[src/design/waypoint_heading_distance_planner_macros.svh]
// ----------------------------------------------------------------------------
// waypoint planner assertion macros
// shared assertion forms for the planner
// ----------------------------------------------------------------------------
`ifndef WAYPOINT_HEADING_DISTANCE_PLANNER_MACROS_SVH
`define WAYPOINT_HEADING_DISTANCE_PLANNER_MACROS_SVH

// implication checked every cycle outside reset
`define WHDP_ASSERT_IMP(label, ante, cons) \
  label: assert property (@(posedge clk) disable iff (rst) (ante) |-> (cons)) \
    else $error("assertion failed");

// implication checked in the cycle after the antecedent
`define WHDP_ASSERT_NEXT(label, ante, cons) \
  label: assert property (@(posedge clk) disable iff (rst) (ante) |=> (cons)) \
    else $error("assertion failed");

`endif

[src/design/whdp_pkg.sv]
// ----------------------------------------------------------------------------
// waypoint planner package
// types, constants and tables shared by the planner files
// ----------------------------------------------------------------------------
package whdp_pkg;

  localparam int CordicIterations = 16;
  localparam int IterW = 5;
  localparam int AtanLen = 24;

  localparam logic signed [19:0] PiQ16 = 20'sd205887;
  localparam logic signed [15:0] PiQ13 = 16'sd25736;
  localparam logic signed [16:0] TwoPiQ13 = 17'sd51472;

  localparam logic [1:0] RegDistTol = 2'd0;
  localparam logic [1:0] RegSpinStep = 2'd1;
  localparam logic [1:0] RegMoveStep = 2'd2;

  typedef enum logic [2:0] {
    ST_IDLE,
    ST_SQ,
    ST_SQRT,
    ST_CORDIC,
    ST_SPIN,
    ST_DIV_SPIN,
    ST_DIV_MOVE,
    ST_OUT
  } state_t;

  function automatic logic [16:0] atan_q16(input logic [IterW-1:0] i);
    logic [16:0] r;
    unique case (i)
      5'd0: r = 17'd51472;
      5'd1: r = 17'd30386;
      5'd2: r = 17'd16055;
      5'd3: r = 17'd8150;
      5'd4: r = 17'd4091;
      5'd5: r = 17'd2047;
      5'd6: r = 17'd1024;
      5'd7: r = 17'd512;
      5'd8: r = 17'd256;
      5'd9: r = 17'd128;
      5'd10: r = 17'd64;
      5'd11: r = 17'd32;
      5'd12: r = 17'd16;
      5'd13: r = 17'd8;
      5'd14: r = 17'd4;
      5'd15: r = 17'd2;
      5'd16: r = 17'd1;
      default: r = 17'd0;
    endcase
    return r;
  endfunction

endpackage

[src/design/whdp_if.sv]
// ----------------------------------------------------------------------------
// planner channel interfaces
// valid and ready channels for goals, results and register writes
// ----------------------------------------------------------------------------
interface whdp_goal_if;
  logic valid;
  logic ready;
  logic signed [31:0] goal_x;
  logic signed [31:0] goal_y;
  logic signed [15:0] goal_heading;
  modport source (output valid, goal_x, goal_y, goal_heading, input ready);
  modport sink (input valid, goal_x, goal_y, goal_heading, output ready);
endinterface

interface whdp_result_if;
  logic valid;
  logic ready;
  logic signed [15:0] heading;
  logic signed [15:0] turn_angle;
  logic [32:0] path_length;
  logic [14:0] spin_ticks;
  logic [32:0] move_ticks;
  modport source (output valid, heading, turn_angle, path_length, spin_ticks,
    move_ticks, input ready);
  modport sink (input valid, heading, turn_angle, path_length, spin_ticks,
    move_ticks, output ready);
endinterface

interface whdp_cfg_if;
  logic valid;
  logic ready;
  logic [1:0] index;
  logic [15:0] data;
  modport source (output valid, index, data, input ready);
  modport sink (input valid, index, data, output ready);
endinterface

[src/design/waypoint_heading_distance_planner.sv]
// ----------------------------------------------------------------------------
// waypoint heading and distance planner
// range by bitwise square root, bearing by cordic, tick counts by division
// ----------------------------------------------------------------------------
// usage:
//   goal: one waypoint per item (goal_x, goal_y, goal_heading)
//   result: one item per goal with heading, turn, range and tick counts
//   cfg: register writes (tolerance, spin step, move step), while idle
// steps: serial square sum, one-bit-a-step square root, cordic bearing
//   (skipped when the range is under the tolerance), spin angle, then
//   the spin and move divides on the shared restoring divider
// flow: one item at a time; goal.ready is high only when idle, so a new
//   goal is taken only after the last result has been taken
// reset: position and last heading clear, registers take reset values
// stall: the result holds in its output register until taken; the next
//   goal is accepted from the cycle after the result is taken
// ----------------------------------------------------------------------------
`include "waypoint_heading_distance_planner_macros.svh"

module waypoint_heading_distance_planner (
  input logic clk,
  input logic rst,
  whdp_goal_if.sink     goal,
  whdp_result_if.source result,
  whdp_cfg_if.sink      cfg
);
  import whdp_pkg::*;

  state_t state, state_next;

  logic [15:0] dist_tolerance;
  logic [12:0] spin_step;
  logic [15:0] move_step;
  logic signed [31:0] current_x, current_y;
  logic signed [15:0] last_heading;

  logic signed [32:0] dx, dy;
  logic signed [15:0] gh;
  logic [65:0] sumsq;
  logic [33:0] root;
  logic [35:0] rem;
  logic [5:0]  cnt;
  logic signed [51:0] cx, cy;
  logic signed [21:0] cz;
  logic signed [15:0] heading_r, spin_r;
  logic [14:0] spin_ticks_r;

  logic        div_start, div_done;
  logic [32:0] div_numer, div_quot;
  logic [15:0] div_denom;

  assign goal.ready = (state == ST_IDLE);
  assign cfg.ready = 1'b1;
  assign result.valid = (state == ST_OUT);

  always_ff @(posedge clk) begin
    if (rst) begin
      dist_tolerance <= 16'd655;
      spin_step <= 13'd25;
      move_step <= 16'd197;
    end else if (cfg.valid) begin
      unique case (cfg.index)
        RegDistTol: dist_tolerance <= cfg.data;
        RegSpinStep: spin_step <= cfg.data[12:0];
        RegMoveStep: move_step <= cfg.data;
        default: ;
      endcase
    end
  end

  // absolute differences
  logic [32:0] ax, ay;
  assign ax = dx[32] ? 33'(-dx) : 33'(dx);
  assign ay = dy[32] ? 33'(-dy) : 33'(dy);

  // square sum, msb first, one multiplier bit per cycle
  logic [5:0]  sq_bit;
  logic [32:0] sq_ax, sq_ay;
  assign sq_bit = 6'd32 - cnt;
  assign sq_ax = ax[sq_bit] ? ax : 33'd0;
  assign sq_ay = ay[sq_bit] ? ay : 33'd0;

  logic [35:0] sq_trial;
  assign sq_trial = {root[33:0], 2'b01};

  logic signed [51:0] xs, ys;
  assign xs = cx >>> cnt[IterW-1:0];
  assign ys = cy >>> cnt[IterW-1:0];

  logic signed [21:0] zr;
  logic signed [19:0] zq;
  assign zr = (cz + 22'sd4) >>> 3;
  assign zq = (zr > 22'(PiQ13)) ? 20'(PiQ13) :
              (zr < -22'(PiQ13)) ? -20'(PiQ13) : zr[19:0];

  logic signed [16:0] sp_raw, sp_wrap;
  assign sp_raw = 17'(heading_r) - 17'(last_heading);
  assign sp_wrap = (sp_raw > 17'(PiQ13)) ? sp_raw - TwoPiQ13 :
                   (sp_raw < -17'(PiQ13)) ? sp_raw + TwoPiQ13 : sp_raw;

  logic [35:0] rem_sh;
  assign rem_sh = {rem[33:0], sumsq[65:64]};

  always_comb begin
    state_next = state;
    div_start = 1'b0;
    div_numer = '0;
    div_denom = '0;
    unique case (state)
      ST_IDLE: if (goal.valid) state_next = ST_SQ;
      ST_SQ: if (cnt == 6'd32) state_next = ST_SQRT;
      ST_SQRT: if (cnt == 6'd32) state_next = ST_CORDIC;
      ST_CORDIC: begin
        if ({1'b0, root[32:0]} < {18'd0, dist_tolerance}) state_next = ST_SPIN;
        else if (cnt == 6'(CordicIterations)) state_next = ST_SPIN;
      end
      ST_SPIN: begin
        state_next = ST_DIV_SPIN;
        div_start = 1'b1;
        div_numer = 33'(sp_wrap[16] ? -sp_wrap : sp_wrap);
        div_denom = {3'd0, spin_step};
      end
      ST_DIV_SPIN: if (div_done) begin
        state_next = ST_DIV_MOVE;
        div_start = 1'b1;
        div_numer = root[32:0];
        div_denom = move_step;
      end
      ST_DIV_MOVE: if (div_done) state_next = ST_OUT;
      ST_OUT: if (result.ready) state_next = ST_IDLE;
      default: state_next = ST_IDLE;
    endcase
  end

  always_ff @(posedge clk) begin
    if (rst) begin
      state <= ST_IDLE;
      current_x <= '0;
      current_y <= '0;
      last_heading <= '0;
    end else begin
      state <= state_next;
      unique case (state)
        ST_IDLE: if (goal.valid) begin
          dx <= 33'(goal.goal_x) - 33'(current_x);
          dy <= 33'(goal.goal_y) - 33'(current_y);
          gh <= goal.goal_heading;
          current_x <= goal.goal_x;
          current_y <= goal.goal_y;
          cnt <= '0;
          root <= '0;
          rem <= '0;
          sumsq <= '0;
        end
        ST_SQ: begin
          sumsq <= {sumsq[64:0], 1'b0} + {33'd0, sq_ax} + {33'd0, sq_ay};
          cnt <= (cnt == 6'd32) ? 6'd0 : cnt + 6'd1;
        end
        ST_SQRT: begin
          if (rem_sh >= sq_trial) begin
            rem <= rem_sh - sq_trial;
            root <= {root[32:0], 1'b1};
          end else begin
            rem <= rem_sh;
            root <= {root[32:0], 1'b0};
          end
          sumsq <= {sumsq[63:0], 2'b00};
          cnt <= cnt + 6'd1;
          if (cnt == 6'd32) begin
            cnt <= '0;
            if (dx[32]) begin
              cx <= -(52'(dx) <<< 16);
              cy <= -(52'(dy) <<< 16);
              cz <= dy[32] ? -22'(PiQ16) : 22'(PiQ16);
            end else begin
              cx <= 52'(dx) <<< 16;
              cy <= 52'(dy) <<< 16;
              cz <= '0;
            end
          end
        end
        ST_CORDIC: begin
          if ({1'b0, root[32:0]} < {18'd0, dist_tolerance}) heading_r <= gh;
          else if (cnt == 6'(CordicIterations)) begin
            heading_r <= (dx == 33'sd0 && dy == 33'sd0) ? 16'sd0 : zq[15:0];
          end else begin
            if (cy > 52'sd0) begin
              cx <= cx + ys;
              cy <= cy - xs;
              cz <= cz + 22'(atan_q16(cnt[IterW-1:0]));
            end else begin
              cx <= cx - ys;
              cy <= cy + xs;
              cz <= cz - 22'(atan_q16(cnt[IterW-1:0]));
            end
            cnt <= cnt + 6'd1;
          end
        end
        ST_SPIN: begin
          spin_r <= sp_wrap[15:0];
          last_heading <= heading_r;
        end
        ST_DIV_SPIN: if (div_done) spin_ticks_r <= div_quot[14:0];
        ST_DIV_MOVE: if (div_done) result.move_ticks <= div_quot;
        ST_OUT: ;
        default: ;
      endcase
    end
  end

  assign result.heading = heading_r;
  assign result.turn_angle = spin_r;
  assign result.path_length = root[32:0];
  assign result.spin_ticks = spin_ticks_r;

  whdp_divider u_div (
    .clk   (clk),
    .rst   (rst),
    .start (div_start),
    .numer (div_numer),
    .denom (div_denom),
    .done  (div_done),
    .quot  (div_quot)
  );

  `WHDP_ASSERT_IMP(a_ready_idle, goal.ready, !result.valid)
  `WHDP_ASSERT_NEXT(a_out_hold, result.valid && !result.ready, result.valid)
  `WHDP_ASSERT_IMP(a_spin_range, result.valid,
    result.turn_angle <= PiQ13 && result.turn_angle >= -PiQ13)
endmodule

[src/design/whdp_divider.sv]
// ----------------------------------------------------------------------------
// planner divider
// restoring divider, one quotient bit per cycle, ceiling result
// ----------------------------------------------------------------------------
module whdp_divider (
  input  logic        clk,
  input  logic        rst,
  input  logic        start,
  input  logic [32:0] numer,
  input  logic [15:0] denom,
  output logic        done,
  output logic [32:0] quot
);
  import whdp_pkg::*;

  logic [5:0]  count;
  logic        busy;
  logic [32:0] q;
  logic [16:0] rem;
  logic [15:0] d;
  logic [16:0] trial;
  logic [16:0] diff;

  assign trial = {rem[15:0], q[32]};
  assign diff = trial - {1'b0, d};

  always_ff @(posedge clk) begin
    if (rst) begin
      busy <= 1'b0;
      done <= 1'b0;
      count <= '0;
    end else begin
      done <= 1'b0;
      if (start) begin
        busy <= 1'b1;
        count <= 6'd33;
        q <= numer;
        rem <= '0;
        d <= (denom == 16'd0) ? 16'd1 : denom;
      end else if (busy) begin
        if (count == 6'd0) begin
          busy <= 1'b0;
          done <= 1'b1;
          quot <= q + {32'd0, (rem != 17'd0)};
        end else begin
          count <= count - 6'd1;
          if (!diff[16]) begin
            rem <= diff;
            q <= {q[31:0], 1'b1};
          end else begin
            rem <= trial;
            q <= {q[31:0], 1'b0};
          end
        end
      end
    end
  end
endmodule
[src/flat_wrapper.sv]
// flat-port wrapper written by rule: the top's interface ports become plain ports
module waypoint_heading_distance_planner_flat import whdp_pkg::*;
  (clk, rst, goal_valid, goal_goal_x, goal_goal_y, goal_goal_heading, goal_ready, result_valid, result_heading, result_turn_angle, result_path_length, result_spin_ticks, result_move_ticks, result_ready, cfg_valid, cfg_index, cfg_data, cfg_ready);
  whdp_goal_if goal_i ();
  whdp_result_if result_i ();
  whdp_cfg_if cfg_i ();
  input logic clk;
  input logic rst;
  input wire logic [$bits(goal_i.valid)-1:0] goal_valid;
  input wire logic [$bits(goal_i.goal_x)-1:0] goal_goal_x;
  input wire logic [$bits(goal_i.goal_y)-1:0] goal_goal_y;
  input wire logic [$bits(goal_i.goal_heading)-1:0] goal_goal_heading;
  output wire logic [$bits(goal_i.ready)-1:0] goal_ready;
  output wire logic [$bits(result_i.valid)-1:0] result_valid;
  output wire logic [$bits(result_i.heading)-1:0] result_heading;
  output wire logic [$bits(result_i.turn_angle)-1:0] result_turn_angle;
  output wire logic [$bits(result_i.path_length)-1:0] result_path_length;
  output wire logic [$bits(result_i.spin_ticks)-1:0] result_spin_ticks;
  output wire logic [$bits(result_i.move_ticks)-1:0] result_move_ticks;
  input wire logic [$bits(result_i.ready)-1:0] result_ready;
  input wire logic [$bits(cfg_i.valid)-1:0] cfg_valid;
  input wire logic [$bits(cfg_i.index)-1:0] cfg_index;
  input wire logic [$bits(cfg_i.data)-1:0] cfg_data;
  output wire logic [$bits(cfg_i.ready)-1:0] cfg_ready;
  assign goal_i.valid = goal_valid;
  assign goal_i.goal_x = goal_goal_x;
  assign goal_i.goal_y = goal_goal_y;
  assign goal_i.goal_heading = goal_goal_heading;
  assign goal_ready = goal_i.ready;
  assign result_valid = result_i.valid;
  assign result_heading = result_i.heading;
  assign result_turn_angle = result_i.turn_angle;
  assign result_path_length = result_i.path_length;
  assign result_spin_ticks = result_i.spin_ticks;
  assign result_move_ticks = result_i.move_ticks;
  assign result_i.ready = result_ready;
  assign cfg_i.valid = cfg_valid;
  assign cfg_i.index = cfg_index;
  assign cfg_i.data = cfg_data;
  assign cfg_ready = cfg_i.ready;
  waypoint_heading_distance_planner u_core (.clk(clk), .rst(rst), .goal(goal_i), .result(result_i), .cfg(cfg_i));
endmodule
[config.mk]
export PLATFORM = sky130hd
export DESIGN_NAME = waypoint_heading_distance_planner_flat
export DESIGN_NICKNAME = d
export VERILOG_FILES = /design/src/design/whdp_pkg.sv /design/src/design/whdp_if.sv /design/src/design/waypoint_heading_distance_planner.sv /design/src/design/whdp_divider.sv /design/src/flat_wrapper.sv
export VERILOG_INCLUDE_DIRS = /design/src /design/src/design
export SDC_FILE = /design/constraint.sdc
export NUM_CORES = 2
export LEC_CHECK = 0
export ABC_CLOCK_PERIOD_IN_PS = 15050
export BUFFER_PORTS_ARGS = -buffer_cell sky130_fd_sc_hd__clkbuf_2
export CAP_MARGIN = 10
export CORE_MARGIN = 2
export CORE_UTILIZATION = 58
export DETAILED_ROUTE_END_ITERATION = 7
export PLACE_DENSITY = 0.78
export SKIP_CTS_REPAIR_TIMING = 1
export SLEW_MARGIN = 20
export SYNTH_ARGS = -nofsm -noshare
export SYNTH_HDL_FRONTEND = slang
export SYNTH_SLANG_ARGS = --single-unit
[constraint.sdc]
create_clock -name clk -period 15.05 [get_ports clk]
set_clock_uncertainty 0.15 [all_clocks]
set_input_delay 0.7525 -clock clk [delete_from_list [all_inputs] [get_ports clk]]
set_output_delay 0.7525 -clock clk [all_outputs]
set_load 0.01 [all_outputs]
==> metrics.yaml <==
worstRegToRegCells: 31
hold_removal_path_class: "input port to flop"
pwr_density_cell_nw_per_um2: 255.6
worst-setup-path-type: "flop to flop"
final_number_of_max_transition_violations: 0
clock_latency_ns: 0.69
p_total_mw: 15.14
routabilityCongestion: 1.005
hpwlAfterDp_um: 119400
grt_start_max_net_pins: 158
setup_viol_count_final: 0
max_freq_ghz: 0.1058
area_overhead_of_the_layout_relative_to_synthesis_pct: 8.604
grt_util_all_layers: 0.3195
irDropWorstVdd_uv: 151.5
first_iter_violations: 4772
globalRoute.totalOverflow: 0
critical_path.max_fanout: 33
post-route-worst-setup-slack_ns: 5.596
synth_warnings: 0
preCtsSetupSlack_ns: 5.889
worst_slew_margin_relative_to_its_limit: 0.2757
cp_data_arrival_time_ns: 9.68
max_cap_violations: 0
antenna_left: 0
fp.dieArea_sq_um: 96490
drc: 0
timing.critical_path.max_delay_family: "compound AO/OA/AOI/OAI gates"
run_status: "complete, no violations"
synth.distinct_cells: 120
regToRegEndpoint: "u_core.sumsq[62]"
cts-buffers-inserted: 80
fin_setup_tns_ns: 0
cts_tree: "yes"
cts.sinks: 679
cts_buffer_depth: 3
fillers: 7567
first_global_vias: 44060
timing_worst_slew_pin_value_ns: 1.086
synth.net_count: 6323
die_height_um: 310.6
critical-path-max-stage-delay_ns: 0.64
min_path_cells: 1
power.static_leakage_nw: 23.21
final.period_utilization: 0.6282
initial_core_util: 0.5852
nNetsFinal: 6394
setup_repair_after_global_routing_missed_its_margin: "no"
hold_slack_ns: 0.1023
antenna_found_initial: 2
period_needed_ns: 9.454
synth-async-reset-ratio: 0
num_vias: 46580
part_of_the_yosys_area_used_for_sequential_elements: 0.3460
timing.critical_path.to_type: "flop"
ys_dominant_reg_cell: "sky130_fd_sc_hd__edfxtp_1"
floorplan.core_area_sq_um: 93190
synth_enable_flop_cells: 527
post_route_cells_drive_above_1_share: 0.1197
wirelength_um: 159300
detail_route.first_pass.iterations: 7
synth_area_sq_um: 54530
critical-path-slowest-cell: "sky130_fd_sc_hd__a211oi_1"
clock_tree.root_cell: "sky130_fd_sc_hd__clkbuf_16"
rows: 112
wire_per_inst_um: 21.99
detail_route.vias_per_cell: 6.429
critical_path_required_ns: 15.28
hp_start: "goal_goal_heading[11]"
post_synth_inst_count: 5850
multi_input_comb_area_sq_um: 33260
holdPathEnd: "u_core.gh[11]"
synth.avg_cell_area_sq_um: 9.322
setup.worst_path.start_class: "flop"
htree_num_levels: 3
timing.rr.start: "u_core.dy[0]"
die-width_um: 310.6
cp.buffers_inverters: 2
pin_count: 219
synth-seq-cells: 679
ff2ff_setup_slack_ns: 5.60
cts.clk_slew.worst_paths_ns: 0.06
number_of_endpoints_with_negative_hold_slack_in_the_final_report: 0
grt_pass1_wl_um: 245800
portBuffers: 217
register_cell_area_after_layout_sq_um: 18870
==> cell type report <==
class	instances	area share
Multi-Input combinational cell	4577	0.5616
Sequential cell	679	0.3186
Clock buffer	98	0.03617
Tap cell	1254	0.02649
Timing Repair Buffer	277	0.02620
Inverter	306	0.01939
Clock inverter	52	0.01151
Antenna cell	2	0.00008450
==> worst register-to-register path, delay by kind of cell, from the launching register on <==
family                   cells  cell delay, ns
AND/OR/NAND/NOR             11            3.15
adder cells (fa/ha/maj)      3            1.04
flip-flops                   1            0.44
multiplexers                 1            0.12
XOR/XNOR                     2            0.37
AO/OA/AOI/OAI               12            3.38
buffers and inverters        2            0.49
==> per-stage QoR <==
stage,std cells,cell area (sq um),utilization
floorplan,5850,54540,-
global placement,7093,56380,0.6050
detailed placement,7093,56380,0.6050
CTS,7243,59210,0.6354
global route,7243,59220,0.6355
finish,7245,59230,0.6356
==> cell usage after synthesis (27+ instances only) <==
master,n,area share
sky130_fd_sc_hd__or3_1,32,0.0037
sky130_fd_sc_hd__a31oi_1,50,0.0057
sky130_fd_sc_hd__inv_1,303,0.021
sky130_fd_sc_hd__nor3_1,100,0.0092
sky130_fd_sc_hd__nand2_1,668,0.046
sky130_fd_sc_hd__buf_1,35,0.0024
sky130_fd_sc_hd__nor4_1,41,0.0047
sky130_fd_sc_hd__fa_1,40,0.015
sky130_fd_sc_hd__a22o_1,37,0.0059
sky130_fd_sc_hd__o21a_1,61,0.0084
sky130_fd_sc_hd__mux4_2,131,0.054
sky130_fd_sc_hd__buf_4,37,0.0051
sky130_fd_sc_hd__ha_1,330,0.076
sky130_fd_sc_hd__clkbuf_1,174,0.012
sky130_fd_sc_hd__xnor2_1,292,0.047
sky130_fd_sc_hd__nand2b_1,58,0.0067
sky130_fd_sc_hd__buf_2,27,0.0025
sky130_fd_sc_hd__mux2_2,68,0.014
sky130_fd_sc_hd__dfxtp_1,152,0.056
sky130_fd_sc_hd__nand3_1,145,0.013
sky130_fd_sc_hd__o211ai_1,29,0.0040
sky130_fd_sc_hd__a211oi_1,45,0.0062
sky130_fd_sc_hd__xor2_1,229,0.037
sky130_fd_sc_hd__and2_1,33,0.0038
sky130_fd_sc_hd__o21ai_0,358,0.033
sky130_fd_sc_hd__nor2b_1,51,0.0059
sky130_fd_sc_hd__a21o_1,132,0.018
sky130_fd_sc_hd__mux2i_1,128,0.023
sky130_fd_sc_hd__o31ai_1,67,0.0092
sky130_fd_sc_hd__and3_1,64,0.0073
sky130_fd_sc_hd__o21bai_1,36,0.0050
sky130_fd_sc_hd__nand4_1,40,0.0046
sky130_fd_sc_hd__a21oi_1,454,0.042
sky130_fd_sc_hd__or2_2,29,0.0033
sky130_fd_sc_hd__nor2_1,461,0.032
sky130_fd_sc_hd__edfxtp_1,527,0.29
==> routing by layer <==
| metal | global-route usage | vias up | share of wire |
|---|---|---|---|
| met5 | 0.002470 | - | 0 |
| met4 | 0.2039 | 0 | 0.072 |
| met3 | 0.05219 | 488 | 0.084 |
| met2 | 0.5230 | 2265 | 0.47 |
| met1 | 0.3934 | 22240 | 0.38 |
| li1 | - | 21590 | - |
==> cells in the final DEF (no fill, tap or decap), types with 29 or more instances in the layout <==
cell type and n:
sky130_fd_sc_hd__nand2_1 666, sky130_fd_sc_hd__edfxtp_1 527, sky130_fd_sc_hd__nor2_1 459, sky130_fd_sc_hd__a21oi_1 453
sky130_fd_sc_hd__o21ai_0 358, sky130_fd_sc_hd__ha_1 330, sky130_fd_sc_hd__inv_1 301, sky130_fd_sc_hd__xnor2_1 291
sky130_fd_sc_hd__xor2_1 229, sky130_fd_sc_hd__clkbuf_2 216, sky130_fd_sc_hd__dfxtp_1 152, sky130_fd_sc_hd__nand3_1 144
sky130_fd_sc_hd__mux4_2 131, sky130_fd_sc_hd__a21o_1 131, sky130_fd_sc_hd__mux2i_1 128, sky130_fd_sc_hd__nor3_1 98
sky130_fd_sc_hd__clkbuf_16 82, sky130_fd_sc_hd__mux2_2 68, sky130_fd_sc_hd__o31ai_1 67, sky130_fd_sc_hd__and3_1 64
sky130_fd_sc_hd__o21a_1 61, sky130_fd_sc_hd__buf_4 60, sky130_fd_sc_hd__nand2b_1 55, sky130_fd_sc_hd__a31oi_1 49
sky130_fd_sc_hd__nor2b_1 48, sky130_fd_sc_hd__a211oi_1 45, sky130_fd_sc_hd__nor4_1 40, sky130_fd_sc_hd__nand4_1 40
sky130_fd_sc_hd__fa_1 40, sky130_fd_sc_hd__a22o_1 37, sky130_fd_sc_hd__o21bai_1 36, sky130_fd_sc_hd__and2_1 33
sky130_fd_sc_hd__or3_1 32, sky130_fd_sc_hd__or2_2 29, sky130_fd_sc_hd__o211ai_1 29
==> where the power goes <==
part           internal (mW)  switching [mW]
registers               2.50           0.383
clock network           1.23           0.857
logic                   4.18            5.99
==> sequential cells by signal, summed over array words and instances, names as in the netlist, 17 cells and up, named ones only <==
register	cells
u_core.cy	52
u_core.dy	33
u_core.current_x	32
u_core.rem	34
u_core.sumsq	66
u_core.u_div.quot	33
u_core.u_div.q	33
u_core.cx	52
u_core.u_div.rem	17
u_core.root	34
u_core.current_y	32
u_core.cz	22
u_core.result.move_ticks	33
u_core.dx	33
==> worst max path at each step <==
stage                       start          endpoint  slack, ns  depth (start not counted)
global placement     u_core.dx[2]  u_core.sumsq[62]       6.04                         28
floorplan           u_core.cnt[4]      u_core.cx[0]       4.81                         10
CTS                  u_core.dx[2]  u_core.sumsq[62]       5.86                         27
finish               u_core.dy[0]  u_core.sumsq[62]       5.60                         31
global route         u_core.dx[2]  u_core.sumsq[50]       4.93                         28
detailed placement   u_core.dx[2]  u_core.sumsq[62]       5.89                         27
==> cell families (layout without fill, tap and decap cells) <==
kind of cell,after synthesis,after routing,synth area share
flops,679,679,0.3460
compound gates,1513,1513,0.1767
xor+xnor,521,521,0.08367
buf+inv,594,733,0.04722
simple gates,1829,1829,0.1571
mux,343,343,0.09891
other cells,1,3,0.00006876
fa+ha+maj,370,370,0.09040
Power figures use the tool's default switching activity.
